**src/bpl_pkg.sv**
```systemverilog
// ----------------------------------------------------------------------------
// bpl_pkg: shared types and codes of the buffer pool pin manager
// Command, status and scan structs passed between the sequencer and the cells.
// ----------------------------------------------------------------------------
`default_nettype none
package bpl_pkg;

  localparam int unsigned DefFrames = 16;
  localparam int unsigned MaxW      = 6;   // slot / rank width for up to 64 frames
  localparam logic [31:0] InvPage   = 32'hFFFF_FFFF;
  localparam logic [15:0] PinMax    = 16'hFFFF;

  typedef enum logic [2:0] {
    K_FETCH = 3'd0, K_UNPIN = 3'd1, K_NEW = 3'd2, K_FLUSH = 3'd3, K_FLALL = 3'd4
  } kind_e;

  typedef enum logic [2:0] {
    ST_DONE = 3'd0, ST_MISS = 3'd1, ST_NEWP = 3'd2, ST_NOTF = 3'd3, ST_ALLPIN = 3'd4
  } status_e;

  typedef enum logic [2:0] {
    OP_NONE = 3'd0, OP_READ = 3'd1, OP_WRITE = 3'd2, OP_ZERO = 3'd3, OP_SYNC = 3'd4
  } disk_op_e;

  typedef enum logic [2:0] {
    C_NONE = 3'd0, C_PIN_INC = 3'd1, C_PIN_DEC = 3'd2, C_CLR_DIRTY = 3'd3, C_PLACE = 3'd4
  } cell_op_e;

  typedef struct packed {
    cell_op_e          op;
    logic [MaxW-1:0]   slot;
    logic [31:0]       page;
    logic              md;
    logic              touch;
    logic [MaxW-1:0]   trank;
  } cell_cmd_t;

  typedef struct packed {
    logic [31:0]     page;
    logic            dirty;
    logic [15:0]     pins;
    logic [MaxW-1:0] rank;
    logic            hit;
  } cell_st_t;

  typedef struct packed {
    logic            valid;
    logic [MaxW-1:0] slot;
    logic [MaxW-1:0] rank;
  } scan_t;

endpackage
`default_nettype wire

```
**src/bpl_if.sv**
```systemverilog
// ----------------------------------------------------------------------------
// bpl_in_if / bpl_out_if: request and result channels
// Valid/ready channels; a transaction moves when both are high.
// ----------------------------------------------------------------------------
`default_nettype none
interface bpl_in_if;
  logic        valid;
  logic        ready;
  logic [2:0]  kind;
  logic [31:0] page_id;
  logic        mark_dirty;
  modport source (output valid, kind, page_id, mark_dirty, input ready);
  modport sink   (input valid, kind, page_id, mark_dirty, output ready);
endinterface

interface bpl_out_if;
  logic        valid;
  logic        ready;
  logic [2:0]  status;
  logic [3:0]  frame_slot;
  logic [2:0]  disk_op;
  logic [31:0] disk_page;
  logic        last;
  modport source (output valid, status, frame_slot, disk_op, disk_page, last, input ready);
  modport sink   (input valid, status, frame_slot, disk_op, disk_page, last, output ready);
endinterface
`default_nettype wire

```
**src/buffer_pool_lru_pin_manager_core.sv**
```systemverilog
// ----------------------------------------------------------------------------
// buffer_pool_lru_pin_manager_core: buffer pool frame manager, LRU + pins
// Sequencer over a chain of frame cells; emits disk operation transactions.
// ----------------------------------------------------------------------------
// Hit, unpin, flush page and rejects: the result is registered once the look-up
//   state sees the output register free; miss or new page: a victim scan (one
//   chain cell per cycle), then any write-back leading the final result.
// Flush all walks the frames one per cycle unless a write-back waits on the output.
// One request at a time; the next is taken once the sequencer is idle, even
//   while the last result still sits in the output register.
// Reset: async, active low; frames invalid, clean, unpinned, rank = slot.
`default_nettype none
module buffer_pool_lru_pin_manager_core import bpl_pkg::*; #(
  parameter int unsigned FRAMES = DefFrames
) (
  input  wire logic clk_i,
  input  wire logic rst_ni,
  bpl_in_if.sink    in_if,
  bpl_out_if.source out_if
);
  localparam int unsigned SW = (FRAMES > 1) ? $clog2(FRAMES) : 1;
  localparam int unsigned CW = $clog2(FRAMES + 1);

  typedef enum logic [6:0] {
    S_IDLE  = 7'b0000001,
    S_LOOK  = 7'b0000010,
    S_SCAN  = 7'b0000100,
    S_WB    = 7'b0001000,
    S_FIN   = 7'b0010000,
    S_FLUSH = 7'b0100000,
    S_SYNC  = 7'b1000000
  } state_e;

  state_e        state_q, state_d;
  logic [2:0]    kind_q;
  logic [31:0]   pid_q;
  logic          md_q;
  logic [CW-1:0] cnt_q, cnt_d;
  logic [SW-1:0] vic_q, vic_d;

  // output register
  logic          ov_q;
  logic [2:0]    ost_q, oop_q;
  logic [SW-1:0] oslot_q;
  logic [31:0]   opage_q;
  logic          olast_q;

  // emit request from the sequencer
  logic          emit;
  status_e       e_st;
  disk_op_e      e_op;
  logic [SW-1:0] e_slot;
  logic [31:0]   e_page;
  logic          e_last;

  cell_cmd_t     cmd;
  cell_st_t      cst [FRAMES];
  scan_t         chain [FRAMES+1];
  cell_st_t      sel_st;
  logic [SW-1:0] sel_slot, hit_slot;
  logic          hit_any, out_free;

  assign chain[0] = '0;

  for (genvar g = 0; g < FRAMES; g++) begin : g_cell
    bpl_cell #(.IDX(g), .SW(SW)) u_cell (
      .clk_i       (clk_i),
      .rst_ni      (rst_ni),
      .cmd_i       (cmd),
      .look_page_i (pid_q),
      .scan_i      (chain[g]),
      .scan_o      (chain[g+1]),
      .st_o        (cst[g])
    );
  end

  // at most one cell matches; encode by OR over the indices
  always_comb begin
    hit_any  = 1'b0;
    hit_slot = '0;
    for (int i = 0; i < FRAMES; i++) begin
      if (cst[i].hit) begin
        hit_any  = 1'b1;
        hit_slot = hit_slot | SW'(i);
      end
    end
  end

  always_comb begin
    if (state_q == S_LOOK)       sel_slot = hit_slot;
    else if (state_q == S_FLUSH) sel_slot = cnt_q[SW-1:0];
    else                         sel_slot = vic_q;
  end
  assign sel_st   = cst[sel_slot];
  assign out_free = !ov_q || out_if.ready;

  always_comb begin
    state_d = state_q;
    cnt_d   = cnt_q;
    vic_d   = vic_q;
    emit    = 1'b0;
    e_st    = ST_NOTF;
    e_op    = OP_NONE;
    e_slot  = '0;
    e_page  = pid_q;
    e_last  = 1'b1;
    cmd       = '0;
    cmd.op    = C_NONE;
    cmd.slot  = MaxW'(sel_slot);
    cmd.page  = pid_q;
    cmd.md    = md_q;
    cmd.trank = sel_st.rank;
    case (state_q)
      S_IDLE: if (in_if.valid) state_d = S_LOOK;
      S_LOOK: begin
        if (out_free) begin
          state_d = S_IDLE;
          emit    = 1'b1;
          case (kind_q)
            K_FETCH: begin
              if (hit_any) begin
                e_st      = ST_DONE;
                e_slot    = hit_slot;
                cmd.op    = C_PIN_INC;
                cmd.touch = 1'b1;
              end else if (pid_q != InvPage) begin
                emit    = 1'b0;
                state_d = S_SCAN;
                cnt_d   = '0;
              end
            end
            K_UNPIN: begin
              if (hit_any) begin
                e_slot = hit_slot;
                if (sel_st.pins != 16'd0) begin
                  e_st   = ST_DONE;
                  cmd.op = C_PIN_DEC;
                end
              end
            end
            K_NEW: begin
              if (hit_any) e_slot = hit_slot;
              else if (pid_q != InvPage) begin
                emit    = 1'b0;
                state_d = S_SCAN;
                cnt_d   = '0;
              end
            end
            K_FLUSH: begin
              if (hit_any) begin
                e_st   = ST_DONE;
                e_slot = hit_slot;
                if (sel_st.dirty) begin
                  e_op   = OP_WRITE;
                  cmd.op = C_CLR_DIRTY;
                end
              end
            end
            K_FLALL: begin
              emit    = 1'b0;
              state_d = S_FLUSH;
              cnt_d   = '0;
            end
            default: ;
          endcase
        end
      end
      S_SCAN: begin
        // chain output is settled once the scan has passed every registered cell
        if (cnt_q != CW'(FRAMES)) cnt_d = cnt_q + CW'(1);
        else if (!chain[FRAMES].valid) begin
          if (out_free) begin
            emit    = 1'b1;
            e_st    = ST_ALLPIN;
            state_d = S_IDLE;
          end
        end else begin
          vic_d   = chain[FRAMES].slot[SW-1:0];
          state_d = S_WB;
        end
      end
      S_WB: begin
        if (sel_st.page == InvPage || !sel_st.dirty) state_d = S_FIN;
        else if (out_free) begin
          emit    = 1'b1;
          e_st    = (kind_q == K_NEW) ? ST_NEWP : ST_MISS;
          e_op    = OP_WRITE;
          e_slot  = vic_q;
          e_page  = sel_st.page;
          e_last  = 1'b0;
          state_d = S_FIN;
        end
      end
      S_FIN: begin
        if (out_free) begin
          emit      = 1'b1;
          e_st      = (kind_q == K_NEW) ? ST_NEWP : ST_MISS;
          e_op      = (kind_q == K_NEW) ? OP_ZERO : OP_READ;
          e_slot    = vic_q;
          cmd.op    = C_PLACE;
          cmd.touch = 1'b1;
          state_d   = S_IDLE;
        end
      end
      S_FLUSH: begin
        if (sel_st.page != InvPage && sel_st.dirty) begin
          if (out_free) begin
            emit   = 1'b1;
            e_st   = ST_DONE;
            e_op   = OP_WRITE;
            e_slot = sel_slot;
            e_page = sel_st.page;
            e_last = 1'b0;
            cmd.op = C_CLR_DIRTY;
            if (cnt_q == CW'(FRAMES - 1)) state_d = S_SYNC;
            else cnt_d = cnt_q + CW'(1);
          end
        end else if (cnt_q == CW'(FRAMES - 1)) state_d = S_SYNC;
        else cnt_d = cnt_q + CW'(1);
      end
      S_SYNC: begin
        if (out_free) begin
          emit    = 1'b1;
          e_st    = ST_DONE;
          e_op    = OP_SYNC;
          e_page  = '0;
          state_d = S_IDLE;
        end
      end
      default: state_d = S_IDLE;
    endcase
  end

  assign in_if.ready = (state_q == S_IDLE);

  always_ff @(posedge clk_i or negedge rst_ni) begin
    if (!rst_ni) begin
      state_q <= S_IDLE;
      cnt_q   <= '0;
      vic_q   <= '0;
      ov_q    <= 1'b0;
    end else begin
      state_q <= state_d;
      cnt_q   <= cnt_d;
      vic_q   <= vic_d;
      if (emit)              ov_q <= 1'b1;
      else if (out_if.ready) ov_q <= 1'b0;
    end
  end

  // payload registers, no reset
  always_ff @(posedge clk_i) begin
    if (in_if.valid && in_if.ready) begin
      kind_q <= in_if.kind;
      pid_q  <= in_if.page_id;
      md_q   <= in_if.mark_dirty;
    end
    if (emit) begin
      ost_q   <= e_st;
      oop_q   <= e_op;
      oslot_q <= e_slot;
      opage_q <= e_page;
      olast_q <= e_last;
    end
  end

  logic [SW+3:0] slot_ext;
  assign slot_ext = {4'b0, oslot_q};

  assign out_if.valid      = ov_q;
  assign out_if.status     = ost_q;
  assign out_if.frame_slot = slot_ext[3:0];
  assign out_if.disk_op    = oop_q;
  assign out_if.disk_page  = opage_q;
  assign out_if.last       = olast_q;
endmodule
`default_nettype wire

```
**src/bpl_cell.sv**
```systemverilog
// ----------------------------------------------------------------------------
// bpl_cell: one buffer frame
// Holds page, dirty, pins and rank; runs one step of the victim scan chain.
// ----------------------------------------------------------------------------
`default_nettype none
module bpl_cell import bpl_pkg::*; #(
  parameter int unsigned IDX = 0,
  parameter int unsigned SW  = 4
) (
  input  wire logic      clk_i,
  input  wire logic      rst_ni,
  input  wire cell_cmd_t cmd_i,
  input  wire logic [31:0] look_page_i,
  input  wire scan_t     scan_i,
  output scan_t          scan_o,
  output cell_st_t       st_o
);
  logic [31:0]   page_q, page_d;
  logic          dirty_q, dirty_d;
  logic [15:0]   pins_q, pins_d;
  logic [SW-1:0] rank_q, rank_d;
  scan_t         scan_q, scan_d;
  logic          sel;
  logic [SW-1:0] trank;

  assign sel   = (cmd_i.slot == MaxW'(IDX));
  assign trank = cmd_i.trank[SW-1:0];

  always_comb begin
    page_d  = page_q;
    dirty_d = dirty_q;
    pins_d  = pins_q;
    rank_d  = rank_q;
    if (sel) begin
      case (cmd_i.op)
        C_PIN_INC:   if (pins_q != PinMax) pins_d = pins_q + 16'd1;
        C_PIN_DEC: begin
          pins_d = pins_q - 16'd1;
          if (cmd_i.md) dirty_d = 1'b1;
        end
        C_CLR_DIRTY: dirty_d = 1'b0;
        C_PLACE: begin
          page_d  = cmd_i.page;
          dirty_d = 1'b0;
          pins_d  = 16'd1;
        end
        default: ;
      endcase
    end
    if (cmd_i.touch) begin
      if (sel) rank_d = '0;
      else if (rank_q < trank) rank_d = rank_q + SW'(1);
    end
  end

  // victim scan: keep the least recent unpinned frame seen so far
  always_comb begin
    scan_d = scan_i;
    if (pins_q == 16'd0 && (!scan_i.valid || MaxW'(rank_q) > scan_i.rank)) begin
      scan_d.valid = 1'b1;
      scan_d.slot  = MaxW'(IDX);
      scan_d.rank  = MaxW'(rank_q);
    end
  end

  always_ff @(posedge clk_i or negedge rst_ni) begin
    if (!rst_ni) begin
      page_q  <= InvPage;
      dirty_q <= 1'b0;
      pins_q  <= '0;
      rank_q  <= SW'(IDX);
      scan_q  <= '0;
    end else begin
      page_q  <= page_d;
      dirty_q <= dirty_d;
      pins_q  <= pins_d;
      rank_q  <= rank_d;
      scan_q  <= scan_d;
    end
  end

  assign scan_o   = scan_q;
  assign st_o.page  = page_q;
  assign st_o.dirty = dirty_q;
  assign st_o.pins  = pins_q;
  assign st_o.rank  = MaxW'(rank_q);
  assign st_o.hit   = (look_page_i != InvPage) && (page_q == look_page_i);
endmodule
`default_nettype wire

```
**src/flat_wrapper.sv**
```systemverilog
// flat-port wrapper written by rule: the top's interface ports become plain ports
module buffer_pool_lru_pin_manager_core_flat import bpl_pkg::*;
#(
  parameter int unsigned FRAMES = DefFrames
)
  (clk_i, rst_ni, in_if_valid, in_if_kind, in_if_page_id, in_if_mark_dirty, in_if_ready, out_if_valid, out_if_status, out_if_frame_slot, out_if_disk_op, out_if_disk_page, out_if_last, out_if_ready);
  bpl_in_if in_if_i ();
  bpl_out_if out_if_i ();
  input  wire logic clk_i;
  input  wire logic rst_ni;
  input wire logic [$bits(in_if_i.valid)-1:0] in_if_valid;
  input wire logic [$bits(in_if_i.kind)-1:0] in_if_kind;
  input wire logic [$bits(in_if_i.page_id)-1:0] in_if_page_id;
  input wire logic [$bits(in_if_i.mark_dirty)-1:0] in_if_mark_dirty;
  output wire logic [$bits(in_if_i.ready)-1:0] in_if_ready;
  output wire logic [$bits(out_if_i.valid)-1:0] out_if_valid;
  output wire logic [$bits(out_if_i.status)-1:0] out_if_status;
  output wire logic [$bits(out_if_i.frame_slot)-1:0] out_if_frame_slot;
  output wire logic [$bits(out_if_i.disk_op)-1:0] out_if_disk_op;
  output wire logic [$bits(out_if_i.disk_page)-1:0] out_if_disk_page;
  output wire logic [$bits(out_if_i.last)-1:0] out_if_last;
  input wire logic [$bits(out_if_i.ready)-1:0] out_if_ready;
  assign in_if_i.valid = in_if_valid;
  assign in_if_i.kind = in_if_kind;
  assign in_if_i.page_id = in_if_page_id;
  assign in_if_i.mark_dirty = in_if_mark_dirty;
  assign in_if_ready = in_if_i.ready;
  assign out_if_valid = out_if_i.valid;
  assign out_if_status = out_if_i.status;
  assign out_if_frame_slot = out_if_i.frame_slot;
  assign out_if_disk_op = out_if_i.disk_op;
  assign out_if_disk_page = out_if_i.disk_page;
  assign out_if_last = out_if_i.last;
  assign out_if_i.ready = out_if_ready;
  buffer_pool_lru_pin_manager_core #(.FRAMES(FRAMES)) u_core (.clk_i(clk_i), .rst_ni(rst_ni), .in_if(in_if_i), .out_if(out_if_i));
endmodule
```
**config.mk**
```make
export PLATFORM = sky130hd
export DESIGN_NAME = buffer_pool_lru_pin_manager_core_flat
export DESIGN_NICKNAME = d
export VERILOG_FILES = /design/src/bpl_pkg.sv /design/src/bpl_if.sv /design/src/buffer_pool_lru_pin_manager_core.sv /design/src/bpl_cell.sv /design/src/flat_wrapper.sv
export SDC_FILE = /design/constraint.sdc
export NUM_CORES = 2
export LEC_CHECK = 0
export BUFFER_PORTS_ARGS = -buffer_cell sky130_fd_sc_hd__buf_2
export CELL_PAD_IN_SITES_DETAIL_PLACEMENT = 1
export CELL_PAD_IN_SITES_GLOBAL_PLACEMENT = 1
export CORE_MARGIN = 4
export CORE_UTILIZATION = 56
export DETAILED_ROUTE_END_ITERATION = 10
export PLACE_DENSITY_LB_ADDON = 0.05
export SLEW_MARGIN = 40
export SYNTH_ARGS = -nofsm -noshare
export SYNTH_HDL_FRONTEND = slang
export SYNTH_SLANG_ARGS = --single-unit
```
**constraint.sdc**
```tcl
create_clock -name clk_i -period 15.55 [get_ports clk_i]
set_input_delay 3.11 -clock clk_i [delete_from_list [all_inputs] [get_ports clk_i]]
set_output_delay 3.11 -clock clk_i [all_outputs]
set_load 0.02 [all_outputs]
```
==> metrics <==
Routed Antenna Nets 0; vias in the first global route roughly 57,000; routed vias roughly 55,000; HP Start u_core.g_cell[14].u_cell.scan_o[9]; Layout Area Growth over Synthesis 9.47%; startpoint types register; Final GP Congestion 1.02; max-slew violation count 0; Slowest cell on crit path and4_1; maxcap violations 0; area occupied by multi-input gates 0.0369 sq mm; Worst Setup Slack, final between 4 and 5 ns; H-tree depth 3; I/O Pins 85; full die area 0.127 sq mm; Total Nets Final 7,010; GR Util met1 0.525; Mapped Area 0.0677 sq mm; Power per Cell Area about 120 mW/mm^2; reg2reg start u_core.pid_q[5]; DR pass1 iterations 6; pre-CTS setup slack around 5.3 ns; Setup CP Type register to register; Largest stage delay, worst path 0.80 ns; Area after DPL a little under 0.07 sq mm; global-route wire length before repair 382,000 microns; Post-synth EDFFs 79; M3 GR Usage 0.0976; ys async rst share 0.926; Max Fanout on Critical Path 140; Fill cells 12,800; Non-Filler Instances 8,331; CTS tree yes; syn nets 7,053; FF-to-FF End u_core.g_cell[9].u_cell.pins_q[14]; min Tclk post-route about 11 ns; Root Driver clkbuf_16; Remaining DRCs 0; synth warn 0; Slew HR 0.357; layout cell share with drive strength beyond 1 0.264; overall die width 356 microns; number of CTS-inserted buffers 121; f_max approximately 94 MHz; Hold Path Depth 1; initial antenna violation count 16; Yosys cell types 98; port bufs 84; Storage cell area 0.0278 sq mm; Vias/cell 6.61; PostCTS Resize Cnt 0; Worst Setup End Kind register; Initial DRC Count 5,321; maximum vdd drop 0.0995 mV; final count of hold timing violations 0; Worst Clk Skew just over 0.03 ns; Setup TNS Final 0 ns; hpwl dp 181,000 microns; top_reg_cell synth dfstp_2; GRT met2 Usage 0.612; total core area between 0.1 and 0.15 sq mm; status finished, final reports clean; worst slew pin tran 0.958 ns; starting density of the core 0.564; gr ovfl total 0; Die Y-Extent 356 microns; num rows roughly 130; final instance area 0.0741 sq mm; CP most frequent cell o21ai_0; Worst Hold Endpoint u_core.g_cell[15].u_cell.scan_o[9]; clock buffer depth 3; GRT Max-Usage Layer met2; Yosys reg bits ~1,100; LEAKAGE between 30 and 40 nW; synthesized instance count 6,646; Reg2Reg Setup Slack 4.97 ns; average size of a mapped cell 10.2 sq um; Worst Reg2Reg Path Length in Cells 32; sequential-to-total area share from yosys stat 0.411; Hold Crit Class register to register; clock-pin slew on the worst setup and hold paths roughly 0.06 ns; largest net degree at the start of global routing 153; crit path DAT 11.24 ns; clock sinks 1,069; clk_lat worst skew around 0.78 ns; All-Layer GR Usage 0.404; postcts setup bufs 0; RSZ-0062 raised after global routing no; CTS Hold Bufs 0; dpl cells 8,087; CP required 16.20 ns; final clock period utilization by the worst path 0.681; DR WL/cell 31.0 microns; Routed Wire Length approximately 260,000 microns; # setup viols final 0
==> report_power, final <==
part / total (W) / switching [W] / internal, W
combinational: 0.00253 / 0.00184 / 0.000697
clock: 0.00315 / 0.00130 / 0.00185
sequential: 0.00292 / 0.0000331 / 0.00289
total: 0.00860 / 0.00317 / 0.00544
==> cells in the mapped netlist, types with 15 or more instances <==
master,count,share of area
nor4b_1,15,0.0019
buf_2,94,0.0069
or4_1,26,0.0029
a41o_1,15,0.0022
buf_4,45,0.0050
o22ai_1,28,0.0026
mux2_2,621,0.10
a31o_2,20,0.0026
a31oi_1,38,0.0035
nor2b_1,69,0.0064
a211oi_1,21,0.0023
nand2b_1,55,0.0051
mux2i_1,241,0.036
edfxtp_1,79,0.035
nor3_1,118,0.0087
o31ai_1,17,0.0019
fa_1,16,0.0047
and3_1,47,0.0043
clkbuf_1,151,0.0084
nand3_1,279,0.021
nand2_1,507,0.028
xnor2_1,633,0.082
and4_1,15,0.0019
nor4_1,91,0.0084
dfrtp_1,445,0.16
xor2_1,53,0.0069
a22oi_1,29,0.0032
and2_1,16,0.0015
a21boi_0,65,0.0072
o21ai_0,462,0.034
buf_1,80,0.0044
nor2_1,151,0.0084
o21a_1,26,0.0029
a21o_1,73,0.0081
buf_6,24,0.0040
ha_1,351,0.065
o211ai_1,17,0.0019
nand4_1,229,0.021
inv_1,382,0.021
or2_2,31,0.0029
a21oi_1,222,0.016
dfstp_2,545,0.21
==> area by class of cell <==
| cell class | instances | area share |
|---|---|---|
| Inverter | 383 | 0.0195 |
| Antenna cell | 8 | 0.000270 |
| Tap cell | 1612 | 0.0272 |
| Sequential cell | 1069 | 0.375 |
| Clock inverter | 67 | 0.0116 |
| Clock buffer | 164 | 0.0467 |
| Timing Repair Buffer | 229 | 0.0222 |
| Multi-Input combinational cell | 4799 | 0.497 |
==> worst max-delay path: cells and delay by family (launching register included) <==
family | cells | cell delay, ns
AOI/OAI and AO/OA | 16 | 3.74
and+or+nand+nor | 9 | 3.18
buffers and inverters | 5 | 2.40
adders and majority gates | 1 | 0.46
DFF | 1 | 0.34
xor gates and xnor gates | 1 | 0.08
==> per-layer routing <==
| layer | share of wire | routed length [microns] |
|---|---|---|
| met1 | 0.40 | 103000 |
| met2 | 0.44 | 114000 |
| met3 | 0.087 | 22500 |
| met4 | 0.073 | 18900 |
| met5 | 0.00012 | 32 |
==> kinds of logic (layout without fill, tap and decap cells) <==
family,Yosys count,count (layout),share of synthesized area
AOI/OAI and AO/OA,1156,1156,0.106
xor gates and xnor gates,686,686,0.0887
adders and majority gates,367,367,0.0696
buffers and inverters,778,843,0.0503
DFF,1069,1069,0.411
muxes,877,877,0.143
other,0,8,0
and+or+nand+nor,1713,1713,0.132
==> through the flow <==
stage,hold slack [ns],util,total power [W]
floorplan,0.413,-,0.00438
global placement,0.420,0.579,0.00530
detailed placement,0.428,0.580,0.00536
CTS,0.432,0.616,0.00851
global route,0.450,0.618,0.00881
finish,0.425,0.618,0.00860
==> placed cells by master, fill, tap and decap left out, drive strengths merged, types with 29 or more instances in the layout <==
cell type	n
edfxtp	79
nand2b	55
nand4	234
inv	391
and3	47
a22oi	29
buf	226
nor3	119
a21oi	223
a31oi	38
ha	351
mux2	625
clkbuf	167
mux2i	241
dfstp	545
nor2b	69
clkinv	36
dfrtp	445
nand2	509
xor2	53
nor4	99
o21ai	470
nand3	284
xnor2	633
nor2	154
a21boi	65
a21o	73
or2	32
==> worst max-delay path by stage <==
| stage | cells after the start | to | start |
|---|---|---|---|
| after floorplan | 23 | u_core.g_cell[12].u_cell.pins_q[15] | out_if_ready |
| after global placement | 31 | u_core.g_cell[11].u_cell.pins_q[15] | u_core.pid_q[5] |
| after detailed placement | 31 | u_core.g_cell[15].u_cell.pins_q[15] | u_core.pid_q[5] |
| after CTS | 32 | u_core.g_cell[10].u_cell.pins_q[14] | u_core.pid_q[5] |
| after global routing | 32 | u_core.g_cell[9].u_cell.pins_q[14] | u_core.pid_q[5] |
| final | 32 | u_core.g_cell[9].u_cell.pins_q[14] | u_core.pid_q[5] |
==> state kept, by name, summed over array words and instances (netlist names) <==
signal / cells
u_core.g_cell.u_cell.page_q: 512
u_core.g_cell.u_cell.pins_q: 256
u_core.g_cell.u_cell.scan_o: 125
u_core.g_cell.u_cell.rank_q: 64
u_core.out_if.disk_page: 32
u_core.pid_q: 32
u_core.g_cell.u_cell.dirty_q: 16
u_core.state_q: 7
u_core.cnt_q: 5
u_core.out_if.frame_slot: 4
u_core.vic_q: 4
u_core.kind_q: 3
u_core.out_if.disk_op: 3
u_core.out_if.status: 3
u_core.md_q: 1
u_core.out_if.last: 1
u_core.out_if.valid: 1
(Power assumes the default switching activity.)
